$ cat src/rtl/core/i2sprs_pkg.sv
// Package for the I2S prescaler rate selector.
// Holds field widths, rate limits and status codes; no dependencies.
package i2sprs_pkg;

    localparam int MCLK_W = 29;
    localparam int RATE_W = 20;
    localparam int ACH_W  = 17;
    localparam int PRE_W  = 5;
    localparam int ST_W   = 2;

    localparam logic [MCLK_W-1:0] MCLK_RESET = MCLK_W'(12000000);
    localparam logic [ACH_W-1:0]  RATE_FLOOR = ACH_W'(4000);
    localparam logic [ACH_W-1:0]  RATE_CEIL  = ACH_W'(100000);

    typedef logic [ST_W-1:0] t_status;

    localparam t_status ST_OK    = 2'd0;
    localparam t_status ST_LOW   = 2'd1;
    localparam t_status ST_HIGH  = 2'd2;
    localparam t_status ST_RANGE = 2'd3;

endpackage

$ cat src/rtl/core/i2s_prescaler_rate_select.sv
// I2S prescaler rate selector: pipelined divider chains for 256fs and 384fs.
// Depends on i2sprs_pkg.
//
// Usage:
//   Input channel: i_valid / o_stall with i_wanted_rate. A transaction
//   completes on a clock edge with i_valid high and o_stall low.
//   Output channel: o_valid / i_stall with o_status, o_prescale_value,
//   o_ratio_is_384 and o_achieved_rate; one result per request, in order.
//   Config channel: i_cfg_valid / o_cfg_ready with i_cfg_data, the master
//   clock in hertz. Write it only while no request is in flight.
//   Throughput: one request per cycle while the output is not stalled. The
//   pipeline holds the two restoring dividers in turn, one
//   quotient bit per stage: first the divider, then the achieved rate.
//   Reset clears all valid bits and loads the master clock with 12 MHz.
//   When the receiver stalls a waiting result, the whole pipeline holds and
//   o_stall rises; nothing is dropped or repeated.
//   Status: ok, rate too low (zero request or zero divider), rate too high
//   (divider above MAX_DIVIDER), achieved rate outside 4000..100000.
module i2s_prescaler_rate_select #(
    parameter int MAX_DIVIDER = 32
) (
    input  logic                             i_clk,
    input  logic                             i_rst_n,
    input  logic                             i_valid,
    output logic                             o_stall,
    input  logic [i2sprs_pkg::RATE_W-1:0]    i_wanted_rate,
    output logic                             o_valid,
    input  logic                             i_stall,
    output logic [i2sprs_pkg::ST_W-1:0]      o_status,
    output logic [i2sprs_pkg::PRE_W-1:0]     o_prescale_value,
    output logic                             o_ratio_is_384,
    output logic [i2sprs_pkg::ACH_W-1:0]     o_achieved_rate,
    input  logic                             i_cfg_valid,
    output logic                             o_cfg_ready,
    input  logic [i2sprs_pkg::MCLK_W-1:0]    i_cfg_data
);
    import i2sprs_pkg::*;

    localparam int QW  = $clog2(MAX_DIVIDER + 1);
    localparam int NW  = 30;
    localparam int DW1 = 29;
    localparam int CW1 = DW1 + QW + 1;
    localparam int DW2 = QW + 9;
    localparam int CW2 = DW2 + ACH_W + 1;
    localparam int RW  = ACH_W;
    localparam int XW  = (QW > PRE_W) ? QW : PRE_W;

    logic adv;
    logic [MCLK_W-1:0] r_mclk;

    // divider stage
    logic            r1_v     [0:QW];
    logic [RATE_W-1:0] r1_rate [0:QW];
    logic [NW-1:0]   r1_remA  [0:QW];
    logic [NW-1:0]   r1_remB  [0:QW];
    logic [DW1-1:0]  r1_denA  [0:QW];
    logic [DW1-1:0]  r1_denB  [0:QW];
    logic [QW-1:0]   r1_qA    [0:QW];
    logic [QW-1:0]   r1_qB    [0:QW];
    logic            r1_ovfA  [0:QW];
    logic            r1_ovfB  [0:QW];
    logic            n1_v     [0:QW];
    logic [RATE_W-1:0] n1_rate [0:QW];
    logic [NW-1:0]   n1_remA  [0:QW];
    logic [NW-1:0]   n1_remB  [0:QW];
    logic [DW1-1:0]  n1_denA  [0:QW];
    logic [DW1-1:0]  n1_denB  [0:QW];
    logic [QW-1:0]   n1_qA    [0:QW];
    logic [QW-1:0]   n1_qB    [0:QW];
    logic            n1_ovfA  [0:QW];
    logic            n1_ovfB  [0:QW];

    // achieved-rate stage
    logic            r2_v     [0:RW];
    logic [RATE_W-1:0] r2_rate [0:RW];
    t_status         r2_st    [0:RW];
    logic [QW-1:0]   r2_dA    [0:RW];
    logic [QW-1:0]   r2_dB    [0:RW];
    logic [NW-1:0]   r2_remA  [0:RW];
    logic [NW-1:0]   r2_remB  [0:RW];
    logic [DW2-1:0]  r2_denA  [0:RW];
    logic [DW2-1:0]  r2_denB  [0:RW];
    logic [RW-1:0]   r2_qA    [0:RW];
    logic [RW-1:0]   r2_qB    [0:RW];
    logic            r2_ovfA  [0:RW];
    logic            r2_ovfB  [0:RW];
    logic            n2_v     [0:RW];
    logic [RATE_W-1:0] n2_rate [0:RW];
    t_status         n2_st    [0:RW];
    logic [QW-1:0]   n2_dA    [0:RW];
    logic [QW-1:0]   n2_dB    [0:RW];
    logic [NW-1:0]   n2_remA  [0:RW];
    logic [NW-1:0]   n2_remB  [0:RW];
    logic [DW2-1:0]  n2_denA  [0:RW];
    logic [DW2-1:0]  n2_denB  [0:RW];
    logic [RW-1:0]   n2_qA    [0:RW];
    logic [RW-1:0]   n2_qB    [0:RW];
    logic            n2_ovfA  [0:RW];
    logic            n2_ovfB  [0:RW];

    logic              r_out_v;
    t_status           r_out_st;
    logic [PRE_W-1:0]  r_out_pre;
    logic              r_out_384;
    logic [ACH_W-1:0]  r_out_ach;
    t_status           n_out_st;
    logic [PRE_W-1:0]  n_out_pre;
    logic              n_out_384;
    logic [ACH_W-1:0]  n_out_ach;

    logic [RATE_W-1:0] fin_rate;
    logic [ACH_W-1:0]  fin_rA;
    logic [ACH_W-1:0]  fin_rB;
    logic [RATE_W:0]   fin_eA;
    logic [RATE_W:0]   fin_eB;
    logic              fin_bad;
    logic [XW-1:0]     fin_dm1A;
    logic [XW-1:0]     fin_dm1B;
    logic              ent_low;
    logic              ent_high;

    assign adv         = !(r_out_v && i_stall);
    assign o_stall     = !adv;
    assign o_cfg_ready = 1'b1;

    // divider chain: round(mclk / (fs * rate)), flagging overflow above QW bits
    always_comb begin
        n1_v[0]    = i_valid;
        n1_rate[0] = i_wanted_rate;
        n1_remA[0] = NW'(r_mclk) + (NW'(i_wanted_rate) << 7);
        n1_remB[0] = NW'(r_mclk) + (NW'(i_wanted_rate) << 7) + (NW'(i_wanted_rate) << 6);
        n1_denA[0] = DW1'(i_wanted_rate) << 8;
        n1_denB[0] = (DW1'(i_wanted_rate) << 8) + (DW1'(i_wanted_rate) << 7);
        n1_qA[0]   = '0;
        n1_qB[0]   = '0;
        n1_ovfA[0] = CW1'(n1_remA[0]) >= (CW1'(n1_denA[0]) << QW);
        n1_ovfB[0] = CW1'(n1_remB[0]) >= (CW1'(n1_denB[0]) << QW);
        for (int j = 1; j <= QW; j++) begin
            n1_v[j]    = r1_v[j-1];
            n1_rate[j] = r1_rate[j-1];
            n1_denA[j] = r1_denA[j-1];
            n1_denB[j] = r1_denB[j-1];
            n1_ovfA[j] = r1_ovfA[j-1];
            n1_ovfB[j] = r1_ovfB[j-1];
            n1_remA[j] = r1_remA[j-1];
            n1_remB[j] = r1_remB[j-1];
            n1_qA[j]   = r1_qA[j-1];
            n1_qB[j]   = r1_qB[j-1];
            if (CW1'(r1_remA[j-1]) >= (CW1'(r1_denA[j-1]) << (QW - j))) begin
                n1_remA[j] = NW'(CW1'(r1_remA[j-1]) - (CW1'(r1_denA[j-1]) << (QW - j)));
                n1_qA[j][QW-j] = 1'b1;
            end
            if (CW1'(r1_remB[j-1]) >= (CW1'(r1_denB[j-1]) << (QW - j))) begin
                n1_remB[j] = NW'(CW1'(r1_remB[j-1]) - (CW1'(r1_denB[j-1]) << (QW - j)));
                n1_qB[j][QW-j] = 1'b1;
            end
        end
    end

    // achieved-rate chain: round(mclk / (fs * divider)), flagging overflow above RW bits
    always_comb begin
        ent_low  = (r1_rate[QW] == '0) || (r1_qA[QW] == '0) || (r1_qB[QW] == '0);
        ent_high = r1_ovfA[QW] || r1_ovfB[QW] ||
                   (r1_qA[QW] > QW'(MAX_DIVIDER)) || (r1_qB[QW] > QW'(MAX_DIVIDER));
        n2_v[0]    = r1_v[QW];
        n2_rate[0] = r1_rate[QW];
        n2_st[0]   = ent_low ? ST_LOW : (ent_high ? ST_HIGH : ST_OK);
        n2_dA[0]   = r1_qA[QW];
        n2_dB[0]   = r1_qB[QW];
        n2_remA[0] = NW'(r_mclk) + (NW'(r1_qA[QW]) << 7);
        n2_remB[0] = NW'(r_mclk) + (NW'(r1_qB[QW]) << 7) + (NW'(r1_qB[QW]) << 6);
        n2_denA[0] = DW2'(r1_qA[QW]) << 8;
        n2_denB[0] = (DW2'(r1_qB[QW]) << 8) + (DW2'(r1_qB[QW]) << 7);
        n2_qA[0]   = '0;
        n2_qB[0]   = '0;
        n2_ovfA[0] = CW2'(n2_remA[0]) >= (CW2'(n2_denA[0]) << RW);
        n2_ovfB[0] = CW2'(n2_remB[0]) >= (CW2'(n2_denB[0]) << RW);
        for (int j = 1; j <= RW; j++) begin
            n2_v[j]    = r2_v[j-1];
            n2_rate[j] = r2_rate[j-1];
            n2_st[j]   = r2_st[j-1];
            n2_dA[j]   = r2_dA[j-1];
            n2_dB[j]   = r2_dB[j-1];
            n2_denA[j] = r2_denA[j-1];
            n2_denB[j] = r2_denB[j-1];
            n2_ovfA[j] = r2_ovfA[j-1];
            n2_ovfB[j] = r2_ovfB[j-1];
            n2_remA[j] = r2_remA[j-1];
            n2_remB[j] = r2_remB[j-1];
            n2_qA[j]   = r2_qA[j-1];
            n2_qB[j]   = r2_qB[j-1];
            if (CW2'(r2_remA[j-1]) >= (CW2'(r2_denA[j-1]) << (RW - j))) begin
                n2_remA[j] = NW'(CW2'(r2_remA[j-1]) - (CW2'(r2_denA[j-1]) << (RW - j)));
                n2_qA[j][RW-j] = 1'b1;
            end
            if (CW2'(r2_remB[j-1]) >= (CW2'(r2_denB[j-1]) << (RW - j))) begin
                n2_remB[j] = NW'(CW2'(r2_remB[j-1]) - (CW2'(r2_denB[j-1]) << (RW - j)));
                n2_qB[j][RW-j] = 1'b1;
            end
        end
    end

    // range check and pick the closer ratio, ties to 256fs
    always_comb begin
        fin_rate = r2_rate[RW];
        fin_rA   = r2_qA[RW];
        fin_rB   = r2_qB[RW];
        fin_bad  = r2_ovfA[RW] || r2_ovfB[RW] ||
                   (fin_rA < RATE_FLOOR) || (fin_rA > RATE_CEIL) ||
                   (fin_rB < RATE_FLOOR) || (fin_rB > RATE_CEIL);
        fin_eA   = ((RATE_W+1)'(fin_rate) <= (RATE_W+1)'(fin_rA)) ?
                   (RATE_W+1)'(fin_rA) - (RATE_W+1)'(fin_rate) :
                   (RATE_W+1)'(fin_rate) - (RATE_W+1)'(fin_rA);
        fin_eB   = ((RATE_W+1)'(fin_rate) <= (RATE_W+1)'(fin_rB)) ?
                   (RATE_W+1)'(fin_rB) - (RATE_W+1)'(fin_rate) :
                   (RATE_W+1)'(fin_rate) - (RATE_W+1)'(fin_rB);
        fin_dm1A = XW'(r2_dA[RW]) - XW'(1);
        fin_dm1B = XW'(r2_dB[RW]) - XW'(1);
        n_out_st  = r2_st[RW];
        n_out_pre = '0;
        n_out_384 = 1'b0;
        n_out_ach = '0;
        if (r2_st[RW] == ST_OK) begin
            if (fin_bad) begin
                n_out_st = ST_RANGE;
            end else if (fin_eA <= fin_eB) begin
                n_out_pre = fin_dm1A[PRE_W-1:0];
                n_out_ach = fin_rA;
            end else begin
                n_out_pre = fin_dm1B[PRE_W-1:0];
                n_out_384 = 1'b1;
                n_out_ach = fin_rB;
            end
        end
    end

    always_ff @(posedge i_clk) begin
        if (!i_rst_n) begin
            r_mclk  <= MCLK_RESET;
            r_out_v <= 1'b0;
            for (int j = 0; j <= QW; j++) begin
                r1_v[j] <= 1'b0;
            end
            for (int j = 0; j <= RW; j++) begin
                r2_v[j] <= 1'b0;
            end
        end else begin
            if (i_cfg_valid) begin
                r_mclk <= i_cfg_data;
            end
            if (adv) begin
                r_out_v <= r2_v[RW];
                for (int j = 0; j <= QW; j++) begin
                    r1_v[j] <= n1_v[j];
                end
                for (int j = 0; j <= RW; j++) begin
                    r2_v[j] <= n2_v[j];
                end
            end
        end
    end

    // payload registers, held while the output is stalled
    always_ff @(posedge i_clk) begin
        if (adv) begin
            for (int j = 0; j <= QW; j++) begin
                r1_rate[j] <= n1_rate[j];
                r1_remA[j] <= n1_remA[j];
                r1_remB[j] <= n1_remB[j];
                r1_denA[j] <= n1_denA[j];
                r1_denB[j] <= n1_denB[j];
                r1_qA[j]   <= n1_qA[j];
                r1_qB[j]   <= n1_qB[j];
                r1_ovfA[j] <= n1_ovfA[j];
                r1_ovfB[j] <= n1_ovfB[j];
            end
            for (int j = 0; j <= RW; j++) begin
                r2_rate[j] <= n2_rate[j];
                r2_st[j]   <= n2_st[j];
                r2_dA[j]   <= n2_dA[j];
                r2_dB[j]   <= n2_dB[j];
                r2_remA[j] <= n2_remA[j];
                r2_remB[j] <= n2_remB[j];
                r2_denA[j] <= n2_denA[j];
                r2_denB[j] <= n2_denB[j];
                r2_qA[j]   <= n2_qA[j];
                r2_qB[j]   <= n2_qB[j];
                r2_ovfA[j] <= n2_ovfA[j];
                r2_ovfB[j] <= n2_ovfB[j];
            end
            r_out_st  <= n_out_st;
            r_out_pre <= n_out_pre;
            r_out_384 <= n_out_384;
            r_out_ach <= n_out_ach;
        end
    end

    assign o_valid          = r_out_v;
    assign o_status         = r_out_st;
    assign o_prescale_value = r_out_pre;
    assign o_ratio_is_384   = r_out_384;
    assign o_achieved_rate  = r_out_ach;

endmodule

$ cat config.mk
export PLATFORM = sky130hd
export DESIGN_NAME = i2s_prescaler_rate_select
export DESIGN_NICKNAME = d
export VERILOG_FILES = /design/src/rtl/core/i2sprs_pkg.sv /design/src/rtl/core/i2s_prescaler_rate_select.sv
export SDC_FILE = /design/constraint.sdc
export NUM_CORES = 2
export LEC_CHECK = 0
export ABC_AREA = 1
export ABC_CLOCK_PERIOD_IN_PS = 83400
export BUFFER_PORTS_ARGS = -buffer_cell sky130_fd_sc_hd__buf_2
export CORE_MARGIN = 2
export CORE_UTILIZATION = 58
export CTS_BUF_LIST = sky130_fd_sc_hd__clkbuf_4 sky130_fd_sc_hd__clkbuf_8 sky130_fd_sc_hd__clkbuf_16
export DETAILED_ROUTE_END_ITERATION = 10
export PLACE_DENSITY = 0.77
export SETUP_SLACK_MARGIN = 0.05
export SLEW_MARGIN = 5
export SYNTH_ARGS = -nofsm -noshare
export SYNTH_HDL_FRONTEND = slang
export SYNTH_SLANG_ARGS = --single-unit
export TNS_END_PERCENT = 5
$ cat constraint.sdc
create_clock -name i_clk -period 83.4 [get_ports i_clk]
set_clock_uncertainty 0.15 [all_clocks]
set_input_delay 12.51 -clock i_clk [delete_from_list [all_inputs] [get_ports i_clk]]
set_output_delay 12.51 -clock i_clk [all_outputs]
set_load 0.03 [all_outputs]
; After elaboration in Yosys (flattened, before gate mapping)
; Memories as Yosys holds them, arrays and structs flattened. A register that Yosys moved wholly into a read port is not among the register bits.
; Cells that the tools add are included.
[op_classes]
add_sub_neg = 59
n_lt_le_gt_ge = 59
mux = 130
n_bitwise = 26
reduce_logical = 18
[op_table]
columns = cell, n
row1 = 30-bit two-way mux, 46
row2 = 30-bit subtractor, 14
row3 = 30-bit by 31-bit >= comparator with 1-bit output, 5
row4 = 30-bit by 29-bit >= comparator with 1-bit output, 4
row5 = 30-bit >= comparator, 4
row6 = 30-bit by 29-bit subtractor with 30-bit output, 4
row7 = 30-bit by 34-bit >= comparator with 1-bit output, 3
row8 = 30-bit by 32-bit >= comparator with 1-bit output, 3
row9 = 1-bit two-way mux, 76
row10 = 30-bit by 33-bit >= comparator with 1-bit output, 2
row11 = 29-bit by 13-bit adder with 30-bit output, 2
row12 = 30-bit by 15-bit >= comparator with 1-bit output, 2
row13 = 30-bit by 16-bit >= comparator with 1-bit output, 2
row14 = 30-bit by 17-bit >= comparator with 1-bit output, 2
row15 = 30-bit by 18-bit >= comparator with 1-bit output, 2
row16 = 30-bit by 19-bit >= comparator with 1-bit output, 2
row17 = 30-bit by 20-bit >= comparator with 1-bit output, 2
row18 = 30-bit by 21-bit >= comparator with 1-bit output, 2
row19 = 30-bit by 22-bit >= comparator with 1-bit output, 2
row20 = 30-bit by 23-bit >= comparator with 1-bit output, 2
row21 = 30-bit by 24-bit >= comparator with 1-bit output, 2
row22 = 30-bit by 25-bit >= comparator with 1-bit output, 2
row23 = 30-bit by 26-bit >= comparator with 1-bit output, 2
row24 = 30-bit by 27-bit >= comparator with 1-bit output, 2
row25 = other kinds (42), 103
[word_totals]
regBits = 54
ramBits = 3969
input_bits = 54
out_inout_bits = 28
wordCells = 320
memories = 23
[memory_table]
columns = name, words, word_bits, rd, rd_clocked_by_memory_dff, wr, line_no
row1 = r2_remA, 18, 30, 17, 0, 18, i2s_prescaler_rate_select.sv:79  ; logic [NW-1:0] r2_remA [0:RW];
row2 = r2_remB, 18, 30, 17, 0, 18, i2s_prescaler_rate_select.sv:80  ; logic [NW-1:0] r2_remB [0:RW];
row3 = r2_rate, 18, 20, 18, 0, 18, i2s_prescaler_rate_select.sv:75  ; logic [RATE_W-1:0] r2_rate [0:RW];
row4 = r2_qA, 18, 17, 18, 0, 18, i2s_prescaler_rate_select.sv:83  ; logic [RW-1:0] r2_qA [0:RW];
row5 = r2_qB, 18, 17, 18, 0, 18, i2s_prescaler_rate_select.sv:84  ; logic [RW-1:0] r2_qB [0:RW];
row6 = r2_denA, 18, 15, 17, 0, 18, i2s_prescaler_rate_select.sv:81  ; logic [DW2-1:0] r2_denA [0:RW];
row7 = +17 memories, n/a, n/a, n/a, n/a, n/a, n/a

; Logic depth before layout (Yosys ltp)
; An unclocked memory read counts as a cell.
[logic_depth]
word_depth = 8
mapped_depth = 32
ltp_nobuf = 31

; Worst setup path after synthesis
; No wires, ideal clock.
[synth_timing]
kind = input port to output port
from = in i_stall
to = out o_stall
arrival_time_ns = 79.820
path_slack_ns = -9.080
stages = 2
cell_sequence = nand2_1 > inv_1
[synth_between]
elab_chain_cells = 1
[synth_rtl]
columns = item, line_no
row1 = start: declaration, i2s_prescaler_rate_select.sv:28  ; input logic i_stall,
row2 = 1-bit logical AND, i2s_prescaler_rate_select.sv:122  ; assign adv = !(r_out_v && i_stall);
row3 = end: declaration, i2s_prescaler_rate_select.sv:25  ; output logic o_stall,
; Every way passes these cells.

; Worst setup path in the final report
; Same ends and word-level chain as after synthesis.

==> flow_summary.html <==
<table>
<tr><th>Metric</th><th>Value</th></tr>
<tr><th colspan="2">Status</th></tr>
<tr><td>Outcome</td><td>complete, no violations</td></tr>
<tr><th colspan="2">Routing</th></tr>
<tr><td>Total DRC errors in the routed layout</td><td>0</td></tr>
<tr><td>Number of DRC markers in iteration 0</td><td>6,511</td></tr>
<tr><td>Average wire length per cell after detail routing</td><td>19.12 um</td></tr>
<tr><td>Via density per instance</td><td>5.530</td></tr>
<tr><td>Final WL</td><td>280.7 mm</td></tr>
<tr><td>Number of vias after detailed routing</td><td>81.18k</td></tr>
<tr><td>Drt pass-1 iters</td><td>8</td></tr>
<tr><td>Remaining antenna violation count after routing</td><td>0</td></tr>
<tr><th colspan="2">STA</th></tr>
<tr><td>Achievable Freq</td><td>0.03796 GHz</td></tr>
<tr><td>Period utilization</td><td>0.3159</td></tr>
<tr><td>RSZ-0062 raised after global routing</td><td>false</td></tr>
<tr><td>Final-report max-slew violation count</td><td>0</td></tr>
<tr><td>Hold Fails Final Rpt</td><td>0</td></tr>
<tr><td>Transition time at the pin with the least slew margin</td><td>1145 ps</td></tr>
<tr><td>Final setup fails</td><td>0</td></tr>
<tr><td>Rel. slew slack</td><td>0.2337</td></tr>
<tr><td>Setup TNS</td><td>0 ps</td></tr>
<tr><td>Worst hold slack after final layout</td><td>232.1 ps</td></tr>
<tr><td>Minimum period implied by the final worst setup slack</td><td>26,350 ps</td></tr>
<tr><th colspan="2">Critical path</th></tr>
<tr><td>Worst setup path category</td><td>in -&gt; out</td></tr>
<tr><td>Critical Path Sink Type</td><td>output port</td></tr>
<tr><td>Required @ worst endpoint</td><td>70,740 ps</td></tr>
<tr><td>Largest fanout of any net on the critical path</td><td>130</td></tr>
<tr><td>Cell chain of the critical path</td><td>buf_2, nand2_8, inv_1, buf_2</td></tr>
<tr><td>Highest cell delay on the worst timing path</td><td>680 ps</td></tr>
<tr><td>Most repeated library cell on the critical path</td><td>buf_2</td></tr>
<tr><td>Arrival time at the worst endpoint</td><td>13,690 ps</td></tr>
<tr><td>Slowest library cell on the worst path</td><td>nand2_8</td></tr>
<tr><td>Critical path startpoint category</td><td>primary input</td></tr>
<tr><th colspan="2">Layout</th></tr>
<tr><td>FF+latch area</td><td>79,240 sq um</td></tr>
<tr><td>Number of fill cells</td><td>16.63k</td></tr>
<tr><td>Nets</td><td>12.42k</td></tr>
<tr><td>Post-synthesis to final-layout area growth</td><td>9.831%</td></tr>
<tr><td>Post-route non-filler standard cell count</td><td>14.68k</td></tr>
<tr><td>Fraction of layout cells with a size suffix above 1</td><td>0.06616</td></tr>
<tr><td>Multi-input gate area in the final layout</td><td>41,580 sq um</td></tr>
<tr><td>Final core utilization</td><td>0.6396</td></tr>
<tr><th colspan="2">Global route</th></tr>
<tr><td>Number of antenna violations at the first check in global routing</td><td>1</td></tr>
<tr><td>GRT met1 Usage</td><td>0.3256</td></tr>
<tr><td>Number of global-route vias before repair</td><td>80.87k</td></tr>
<tr><td>Met3 track demand over resource</td><td>0.02899</td></tr>
<tr><td>Maximum number of pins on one net before global-route repair</td><td>207</td></tr>
<tr><td>Global routing's busiest layer</td><td>met2</td></tr>
<tr><td>Global-route wire length before repair</td><td>441.3 mm</td></tr>
<tr><td>Global routing usage summed across all routing layers</td><td>0.2522</td></tr>
<tr><td>Overflow after GRT</td><td>0</td></tr>
<tr><td>Met2 usage in global routing</td><td>0.4337</td></tr>
<tr><th colspan="2">Clock network</th></tr>
<tr><td>Resized Gates After CTS</td><td>0</td></tr>
<tr><td>Clock insertion delay at the later pin of the skew report</td><td>910 ps</td></tr>
<tr><td>Count of hold buffers inserted by post-cts repair</td><td>0</td></tr>
<tr><td>Longest Clk Path Bufs</td><td>4</td></tr>
<tr><td>Clock-pin slew reported for the worst setup and hold paths after clock tree synthesis</td><td>60 ps</td></tr>
<tr><td>Clock tree from TritonCTS</td><td>yes</td></tr>
<tr><td>CTS Sinks</td><td>2,656</td></tr>
<tr><td>Inserted Clock Buffers</td><td>285</td></tr>
<tr><td>Number of setup buffers added after CTS</td><td>0</td></tr>
<tr><td>Total number of H-tree levels</td><td>5</td></tr>
<tr><td>Root Buffer</td><td>clkbuf_16</td></tr>
<tr><th colspan="2">Power</th></tr>
<tr><td>Part of the total power dissipated in the clock network</td><td>0.227</td></tr>
<tr><td>Share of total power consumed by net switching</td><td>0.3571</td></tr>
<tr><td>Cell Int Power</td><td>3403 uW</td></tr>
<tr><td>Switching Power</td><td>1891 uW</td></tr>
<tr><td>Part of the total power dissipated in sequential elements</td><td>0.430</td></tr>
<tr><td>Peak supply drop</td><td>25.49 uV</td></tr>
<tr><td>Total power divided by cell area</td><td>37.78 nW/um^2</td></tr>
<tr><td>Share of total power in combinational logic</td><td>0.343</td></tr>
<tr><td>Lkg Pwr</td><td>0.05864 uW</td></tr>
<tr><th colspan="2">Synthesis</th></tr>
<tr><td>Synth Flop Type</td><td>edfxtp_1</td></tr>
<tr><td>Post-synthesis share of cell area spent on and, or, nand and nor gates</td><td>0.1319</td></tr>
<tr><td>Average footprint of a synthesized cell</td><td>11.27 sq um</td></tr>
<tr><td>Synth Cell Area</td><td>127,600 sq um</td></tr>
<tr><td>Main combinational cell family by area after synthesis</td><td>simple AND/OR/NAND/NOR gates</td></tr>
<tr><td>XOR/XNOR share of the synthesized area</td><td>0.03987</td></tr>
<tr><td>Share of flip-flops with an asynchronous set or reset after synthesis</td><td>0</td></tr>
<tr><td>Post-synthesis adder-cell area fraction</td><td>0.07729</td></tr>
<tr><td>Number of standard cells after synthesis</td><td>11.32k</td></tr>
<tr><td>Synthesis warning total</td><td>0</td></tr>
<tr><td>Net Count, Synth</td><td>12.13k</td></tr>
<tr><td>Commonest cells in the netlist</td><td>edfxtp_1, nand2_1, inv_1, nor2_1, a21oi_1</td></tr>
<tr><td>Complex-gate fraction of the synthesized area</td><td>0.07665</td></tr>
<tr><td>Fraction of the yosys area taken by sequential cells</td><td>0.6210</td></tr>
<tr><td>Share of cell area taken by muxes after synthesis</td><td>0.00008826</td></tr>
<tr><td>Flip-flop and latch count after synthesis</td><td>2,656</td></tr>
<tr><td>Most area-consuming cells after synthesis</td><td>edfxtp_1, ha_1, nand2_1, inv_1, a21oi_1</td></tr>
<tr><td>Distinct cell type count of the synthesized netlist</td><td>79</td></tr>
<tr><td>Area fraction of the dominant cell type after synthesis</td><td>0.6129</td></tr>
<tr><td>Cell taking the most area after synthesis</td><td>edfxtp_1</td></tr>
<tr><td>Most common cell in the netlist</td><td>edfxtp_1</td></tr>
<tr><td>EDFF count, synth</td><td>2,604</td></tr>
<tr><th colspan="2">Die</th></tr>
<tr><td>X dimension of the die</td><td>473.0 um</td></tr>
<tr><td>Top-level port count</td><td>82</td></tr>
<tr><td>Area enclosed by the die boundary</td><td>223,700 sq um</td></tr>
<tr><td>Number of placement rows</td><td>172</td></tr>
<tr><td>Initial Utilization</td><td>0.5824</td></tr>
<tr><td>Chip Height</td><td>473.0 um</td></tr>
<tr><td>Core footprint</td><td>219,100 sq um</td></tr>
<tr><th colspan="2">Run</th></tr>
<tr><td>Number of max-cap violations</td><td>0</td></tr>
<tr><th colspan="2">Place</th></tr>
<tr><td>HPWL after detailed placement</td><td>213.3 mm</td></tr>
<tr><td>Port buffer count</td><td>80</td></tr>
<tr><td>Placed Cells incl. Taps</td><td>14.19k</td></tr>
<tr><td>Routability Congestion</td><td>0.9570</td></tr>
<tr><th colspan="2">Worst hold path</th></tr>
<tr><td>Classification of the worst-slack hold path</td><td>reg -&gt; reg</td></tr>
</table>
-- critical path, delay by kind of cell --
kind          cells  cell delay [ps]
simple gates      1              680
buf+inv           3              480
-- power groups by stage --
| stage | Clock [uW] | Combinational (uW) | Sequential (uW) |
|---|---|---|---|
| floorplan | 0 | 1390 | 2170 |
| global route | 1280 | 2060 | 2320 |
| detailed placement | 0 | 1780 | 2300 |
| finish | 1200 | 1820 | 2280 |
| global placement | 0 | 1730 | 2280 |
| CTS | 1230 | 1800 | 2270 |
-- routing by layer --
layer  up-vias  share of wire
met5         -              0
met3       625          0.045
met1     38450           0.42
li1      39960              -
met2      2145           0.49
met4         0          0.045
-- state kept, by name, summed over array words and instances, names as in the netlist, 17 cells and up --
| register | cells |
|---|---|
| r2_st | 36 |
| r1_remB | 144 |
| r2_qB | 153 |
| o_achieved_rate | 17 |
| r2_denA | 66 |
| r1_remA | 138 |
| r2_v | 18 |
| r1_qB | 21 |
| r2_denB | 119 |
| r2_dA | 41 |
| r2_dB | 90 |
| r2_remB | 480 |
| r2_rate | 360 |
| r1_denA | 76 |
| r2_ovfA | 18 |
| r_mclk | 29 |
| r1_qA | 21 |
| r1_rate | 60 |
| r2_ovfB | 18 |
| r2_qA | 153 |
| r1_denB | 130 |
| r2_remA | 438 |
-- area by class of cell --
cell class,count,area share
antenna,4,0.00007143
clock buffer,337,0.05464
clock inverter,145,0.009089
inverter,1613,0.04329
multi-input combinational,6938,0.2967
sequential,2656,0.5654
tap,2871,0.02563
timing repair buffer,115,0.005089
-- per-stage QoR --
step | total power (uW) | cell area [sq um] | setup slack (ps)
after floorplan | 3554 | 127600 | 20390
after global placement | 4011 | 131200 | 57040
after detailed placement | 4081 | 131200 | 57010
after CTS | 5305 | 140100 | 57000
after global routing | 5655 | 140100 | 56930
final | 5294 | 140100 | 57050
-- final timing paths --
check                           slack (ps)               startpoint  cells past startpoint                       to
worst min register to register         230  r2_qB[15][10]$_DFFE_PN_                      0  r2_qB[16][10]$_DFFE_PN_
worst max register to register       76760   r_mclk[8]$_SDFFE_PN1P_                     28     r1_ovfB[0]$_DFFE_PN_
worst max-delay path                 57050                  i_stall                      4                  o_stall
worst min-delay path                   230  r2_qB[15][10]$_DFFE_PN_                      0  r2_qB[16][10]$_DFFE_PN_
-- placed cells by master (no fill, tap or decap), types with 139 or more instances in the layout --
master,netlist,routed
edfxtp_1,2604,2604
nand2_1,1854,1853
inv_1,1589,1589
nor2_1,926,926
a21oi_1,751,751
ha_1,697,697
o21ai_0,465,465
nand3_1,372,372
xor2_1,348,348
clkbuf_16,0,292
xnor2_1,231,231
nand4_1,179,179
nor4_1,166,166
nor3_1,158,158
o21ai_1,139,139
-- logic make-up (layout without fill, tap and decap cells) --
kind of cell | Yosys count | count (layout)
other | 1 | 5
adder cells (fa/ha/maj) | 754 | 754
multiplexers | 1 | 1
AND/OR/NAND/NOR | 3862 | 3862
buffers and inverters | 1729 | 2210
flip-flops | 2656 | 2656
AO/OA/AOI/OAI | 1740 | 1740
XOR/XNOR | 580 | 580
Note: power is estimated with default switching activity, not from simulation.
